===== config.mk =====
export PLATFORM = sky130hd
export DESIGN_NAME = ffea_ctrl
export DESIGN_NICKNAME = d
export VERILOG_FILES = /design/src/rtl/ffea_pkg.sv /design/src/rtl/ffea_ctrl.sv
export SDC_FILE = /design/constraint.sdc
export NUM_CORES = 1
export LEC_CHECK = 0
export ABC_AREA = 1
export BUFFER_PORTS_ARGS = -buffer_cell sky130_fd_sc_hd__buf_2
export CORE_AREA = 2 2 39 41
export DETAILED_ROUTE_END_ITERATION = 10
export DIE_AREA = 0 0 41 43
export GPL_TIMING_DRIVEN = 0
export PLACE_DENSITY = 0.52
export SLEW_MARGIN = 20
export SYNTH_ARGS = -nofsm -noshare
export SYNTH_HDL_FRONTEND = slang
export SYNTH_SLANG_ARGS = --single-unit

===== constraint.sdc =====
create_clock -name clock -period 1.1 [get_ports clock]
set_input_delay 0.275 -clock clock [delete_from_list [all_inputs] [get_ports clock]]
set_output_delay 0.275 -clock clock [all_outputs]
set_load 0.01 [all_outputs]

===== src/rtl/ffea_pkg.sv =====
package ffea_pkg;

   localparam int unsigned SectorShift = 9;
   localparam int unsigned SectorBits  = 24;
   localparam int unsigned RegBits     = 28;

   localparam logic [0:0] OpWrite = 1'b0;
   localparam logic [0:0] OpQuery = 1'b1;

   localparam logic [0:0] CsrTotalSectors    = 1'b0;
   localparam logic [0:0] CsrFirstDataSector = 1'b1;

   typedef struct packed {
      logic        op;
      logic [8:0]  entry_index;
      logic        entry_valid;
      logic [31:0] entry_start;
      logic [31:0] entry_bytes;
      logic [31:0] request_bytes;
   } req_type;

   typedef struct packed {
      logic        found;
      logic [31:0] alloc_sector;
   } rsp_type;

   // controller -> datapath
   typedef struct packed {
      logic load;       // latch request, reset cursor and last key
      logic write;      // perform table write
      logic scan_begin; // start a scan pass
      logic scan_step;  // read next slot (address advances)
      logic take;       // commit pass minimum as next extent
   } cmd_type;

   // datapath -> controller
   typedef struct packed {
      logic clearing;   // table clear after reset still running
      logic scan_last;  // final slot address issued this cycle
      logic scan_done;  // last read data processed
      logic have_min;   // pass found an extent
      logic fits;       // gap to chosen extent holds need
      logic tail_fits;  // trailing gap holds need
   } sts_type;

   function automatic logic [SectorBits-1:0] bytes_to_sectors(input logic [31:0] b);
      logic [32:0] s;
      s = {1'b0, b} + 33'd511;
      return s[SectorShift+SectorBits-1:SectorShift];
   endfunction

endpackage


===== src/rtl/ffea_ctrl.sv =====
module ffea_ctrl
   import ffea_pkg::*;
(
   input  logic    clock,
   input  logic    reset,
   input  logic    start,
   input  logic    is_query,
   input  sts_type sts,
   output cmd_type cmd,
   output logic    busy,
   output logic    rsp_valid,
   output logic    rsp_found
);

   typedef enum logic [2:0] {
      CLEAR, IDLE, WRITE, PASS_BEGIN, SCAN, DRAIN, DECIDE
   } state_type;

   state_type state_ff, state_in;
   logic      busy_ff, busy_in;
   logic      rsp_valid_ff, rsp_valid_in;
   logic      rsp_found_ff, rsp_found_in;

   always_comb begin
      state_in     = state_ff;
      busy_in      = busy_ff;
      rsp_valid_in = 1'b0;
      rsp_found_in = 1'b0;
      cmd          = '0;
      case (state_ff)
         CLEAR: begin
            if (!sts.clearing) begin
               busy_in  = 1'b0;
               state_in = IDLE;
            end
         end
         IDLE: begin
            if (start) begin
               cmd.load = 1'b1;
               busy_in  = 1'b1;
               state_in = is_query ? PASS_BEGIN : WRITE;
            end
         end
         WRITE: begin
            cmd.write    = 1'b1;
            rsp_valid_in = 1'b1;
            busy_in      = 1'b0;
            state_in     = IDLE;
         end
         PASS_BEGIN: begin
            cmd.scan_begin = 1'b1;
            state_in       = SCAN;
         end
         SCAN: begin
            cmd.scan_step = 1'b1;
            if (sts.scan_last) state_in = DRAIN;
         end
         DRAIN: begin
            if (sts.scan_done) state_in = DECIDE;
         end
         DECIDE: begin
            if (sts.have_min) begin
               if (sts.fits) begin
                  rsp_valid_in = 1'b1;
                  rsp_found_in = 1'b1;
                  busy_in      = 1'b0;
                  state_in     = IDLE;
               end else begin
                  cmd.take = 1'b1;
                  state_in = PASS_BEGIN;
               end
            end else begin
               rsp_valid_in = 1'b1;
               rsp_found_in = sts.tail_fits;
               busy_in      = 1'b0;
               state_in     = IDLE;
            end
         end
         default: state_in = IDLE;
      endcase
   end

   always_ff @(posedge clock) begin
      if (reset) begin
         state_ff     <= CLEAR;
         busy_ff      <= 1'b1;
         rsp_valid_ff <= 1'b0;
         rsp_found_ff <= 1'b0;
      end else begin
         state_ff     <= state_in;
         busy_ff      <= busy_in;
         rsp_valid_ff <= rsp_valid_in;
         rsp_found_ff <= rsp_found_in;
      end
   end

   assign busy      = busy_ff;
   assign rsp_valid = rsp_valid_ff;
   assign rsp_found = rsp_found_ff;

endmodule


# After elaboration in Yosys (flattened, before gate mapping)
# Index checks and enable logic that the tools add are counted.
# W data, S select, Z words.
op_classes:
  n_eq_ne: 11
  muxes: 25
  bitwise_logic: 1
  n_reduce_logical: 5
ops:
  columns: ["operator", "count"]
  rows:
  - ["$pmux W3 S6", 1]
  - ["$mux W1", 16]
  - ["$mux W3", 5]
  - ["$eq A3 B3 Y1 const B", 3]
  - ["$ne A2 B2 Y1 const B", 4]
  - ["$reduce_and A4 Y1", 2]
  - ["$eq A3 B2 Y1 const B", 2]
  - ["$pmux W1 S4", 1]
  - ["$reduce_bool A4 Y1", 1]
  - ["$eq A3 B1 Y1 const B", 1]
  - ["$logic_not A3 Y1", 1]
  - ["$ne A3 B3 Y1 const B", 1]
  - ["$mux W2", 1]
  - ["$pmux W1 S2", 1]
  - ["$reduce_or A2 Y1", 1]
  - ["$not A1 Y1", 1]
word_totals:
  register_bits: 6
  inputBits: 10

# Longest topological paths before layout
depth:
  depth_word: 3
  depth_mapped: 7

# Least setup slack after synthesis
# Ideal clock, no wire load.
synth_path:
  path_kind: "flip-flop to output port"
  startpoint: "reg state_ff[2]"
  endpoint: "out cmd[4] in the netlist's numbering"
  arrival_ns: 0.833
  t_required_ns: 0.825
  setup_slack_ns: -0.008
  path_stages_with_launch: 3
  n_path_buf: 1
  cell_sequence: "dfxtp_1 -> buf_2 -> nor4_2"
synth_rtl:
  columns: ["item", "line", "source"]
  rows:
  - ["start, declared", "ffea_ctrl.sv:19", "state_type state_ff, state_in;"]
  - ["start signal, assigned", "ffea_ctrl.sv:90", "state_ff <= state_in;"]
  - ["end, declared", "ffea_ctrl.sv:9", "output cmd_type cmd,"]

==> impl_summary.txt <==
----------------------------------------------------
[Synthesis]
  Share of the synthesized area in the top cell type ... 33.10%
  Synthesis Warnings ... 0
  Top post-synthesis cells by area ... sky130_fd_sc_hd__dfxtp_1 (33%), sky130_fd_sc_hd__nand2_1 (12%), sky130_fd_sc_hd__nor2_1 (12%)
  Post-Syn Instances ... 56
  Register bit count reported by yosys ... 6
  Avg Synthesized Cell Area ... 6.479 µm²
  Top cell type by total area after synthesis ... sky130_fd_sc_hd__dfxtp_1
  Synth unique cells ... 16
  Netlist area before placement ... 362.8 µm²
  Post-Synthesis Net Count ... 66
  Register area share after synthesis ... 33.10%

[Critical path]
  Startpoint of the worst register-to-register path ... state_ff[0]$_SDFFE_PP0P_
  Critical setup path kind ... flop to output pin
  Number of cells on the worst reg-to-reg path ... 7
  Buf/Inv on CP ... 1
  Slowest cell on the critical path ... sky130_fd_sc_hd__dfxtp_4
  Crit path largest cell delay ... 0.37 ns
  Data required time of the critical path ... 0.82 ns
  Crit path arrival time ... 1.05 ns
  Critical path startpoint category ... flop
  Reg2reg setup slack ... 0.04 ns
  Endpoint of the most critical register-to-register path ... state_ff[0]$_SDFFE_PP0P_
  Worst-path maximum fanout ... 7
  Cell family with most CP delay ... flip-flops
  Crit-path cells ... nor4_4 > buf_2
  Kind of end point of the critical path ... output pin

[Floorplan]
  Num rows ... 14
  X dimension of the die ... 41 µm
  Die Footprint ... 1763 µm²
  Chip height ... 43 µm
  Initial cell density of the core ... 26.22%
  Number of top-level pins ... 18
  Standard cell core area ... 1384 µm²

[Power and ir drop]
  Internal Power ... 442.5 µW
  Sequential cell fraction of total power ... 40.2%
  Pwr Density ... 1126 nW/µm²
  Switching Fraction ... 31.44%
  Worst vdd ir ... 0.5787 mV
  NetSw ... 202.9 µW
  Clock group share of total power ... 31.4%
  Reported leakage power ... 0.0002895 µW
  Portion of total power attributed to combinational logic ... 28.3%

[Final layout]
  Share of final-layout standard cells stronger than drive strength 1 ... 50.63%
  Final instance area ... 573.1 µm²
  Diodes inserted ... 0
  Final nets ... 91
  Most frequent cells in the layout ... sky130_fd_sc_hd__buf_2 (15), sky130_fd_sc_hd__nand2_1 (12), sky130_fd_sc_hd__nor2_1 (10)
  Layout Cells excl Fill ... 95
  Most common cell after layout, fill and taps aside ... sky130_fd_sc_hd__buf_2
  Area overhead of the layout relative to synthesis ... 57.93%

[Place]
  Dpl cell area ... 476.7 µm²
  Half-perimeter wire length of the detailed placement result ... 688.4 µm
  Number of placed cells counting well taps ... 89
  Number of buffers added on ports ... 17
  Last weighted congestion value of the routability-driven placer ... 0.7708
  Worst slack at placement ... -0.09523 ns

[Routing]
  DRC violations left ... 0
  Remaining number of nets flagged by the antenna check after routing ... 0
  Routed length per placed instance ... 9.968 µm
  Total length of routed wires ... 947 µm
  Number of vias in the routed layout ... 420
  First-pass iteration count of the detailed router ... 4
  Number of vias per cell ... 4.421
  DRC marker count from the first detailed-route iteration ... 4

[Outcome]
  Result of the run ... complete, but fails checks
  Violations in the final reports ... setup timing

[Global route]
  Met1 GRT Util ... 14.52%
  Global-route wire length before repair ... 1.483 mm
  Global-route track usage on met2 ... 19.69%
  Overflow left after global routing ... 0
  Number of global-route vias before repair ... 382
  Fraction of met3 tracks used by global routing ... 9.424%
  Total global-route track usage ... 13.27%
  Pin count of the biggest net entering global routing ... 9
  Initial antenna violation count ... 0
  Global-route layer with the greatest usage ... met2

[Hold path]
  Worst hold path startpoint ... reset
  Min-Delay Endpoint ... state_ff[1]$_SDFFE_PP0P_
  Worst Hold Path Cells ... 2
  Worst hold path type ... input port to flop

[CTS]
  Clock Sinks ... 6
  Depth of the CTS H-tree ... 1
  Clock root buffer master ... sky130_fd_sc_hd__clkbuf_4
  Cts bufs inserted ... 3
  Clock Tree Buf Depth ... 2
  Worst-skew pair later-pin latency ... 0.24 ns
  CTS tree ... done
  Count of hold-fix buffers inserted at cts ... 0
  Clock slew at reported path FFs ... 0.04 ns

[Timing]
  Final worst-path setup slack ... -0.2211 ns
  Final Hold Fails ... 0
  Final period util ... 120.1%
  Worst Skew ... 0.0004569 ns
  RSZ-0062 raised after global routing ... true
  Time the final worst path needs with I/O delays and setup ... 1.321 ns
  Number of max-slew violations in the final report ... 0
  Rel. slew slack ... 86.38%
  Fmax ... 0.7570 GHz
  Transition time of the tightest slew-check pin ... 0.2028 ns
  Count of final setup violators ... 5

[Flow run]
  Max-capacitance violation count ... 0

----------------------------------------------------
-- metal layers --
layer	vias to the layer above	routed length, µm
met5	-	0
met4	0	0
met3	0	76
met2	14	471
met1	182	399
li1	224	-
-- how the worst max path moves through the flow --
stage                     slack [ns]                     start     end  cells after the start
after global placement         -0.08  state_ff[1]$_SDFFE_PP0P_  cmd[2]                      3
final                          -0.22  state_ff[1]$_SDFFE_PP0P_  cmd[4]                      2
after floorplan                 0.05  state_ff[1]$_SDFFE_PP0P_  cmd[2]                      2
after CTS                      -0.24  state_ff[0]$_SDFFE_PP0P_  cmd[4]                      3
after detailed placement        -0.1  state_ff[0]$_SDFFE_PP0P_  cmd[4]                      3
after global routing           -0.28  state_ff[1]$_SDFFE_PP0P_  cmd[4]                      2
-- repair_timing --
action | CTS | global route
resized for setup | 11 | 4
endpoints found under the setup margin | 7 | 6
cloned | 0 | 0
buffers inserted | 2 | 2
pin swaps | 1 | 2
-- synthesized netlist by cell type, drive strengths merged --
cell type,instances
nor3b,1
nand3,7
dfxtp,6
nand2,13
nor4,1
a21oi,1
o21ai,1
nor2,14
inv,9
nor3,2
buf,1
-- flip-flops by register name (all words and copies together) (netlist names) --
name	cells
state_ff	3
busy	1
rsp_found	1
rsp_valid	1
-- through the flow --
stage	setup TNS [ns]	power, µW	utilization (%)	hold slack (ns)
detailed placement	-0.3099	409.0	34.45	0.4498
finish	-0.8620	645.3	41.41	0.2623
global placement	-0.2971	407.2	34.45	0.4334
floorplan	0	359.3	-	0.3440
global route	-1.190	697.9	41.41	0.2573
CTS	-0.9151	643.8	38.97	0.2520
-- cell families after synthesis --
| logic type | Yosys count | share of synthesized area [%] |
|---|---|---|
| flops | 6 | 33.10 |
| simple gates | 38 | 53.45 |
| buf+inv | 10 | 10.69 |
| compound gates | 2 | 2.756 |
-- power by group through the flow --
stage                     combinational [µW]  clock [µW]  sequential, µW
after detailed placement                 152           0             257
after floorplan                          102           0             257
after global placement                   151           0             256
after CTS                                171         214             258
final                                    183         203             260
after global routing                     203         232             263
-- area by class of cell --
cell class / instances / area [µm²]
clock buffers: 3 / 22.52
well taps: 16 / 20.02
repair buffers: 21 / 127.6
fillers: 141 / 810.8
flip-flops and latches: 6 / 131.4
inverters: 9 / 38.79
multi-input cells: 40 / 232.7
Note: power is estimated with default switching activity, not from simulation.
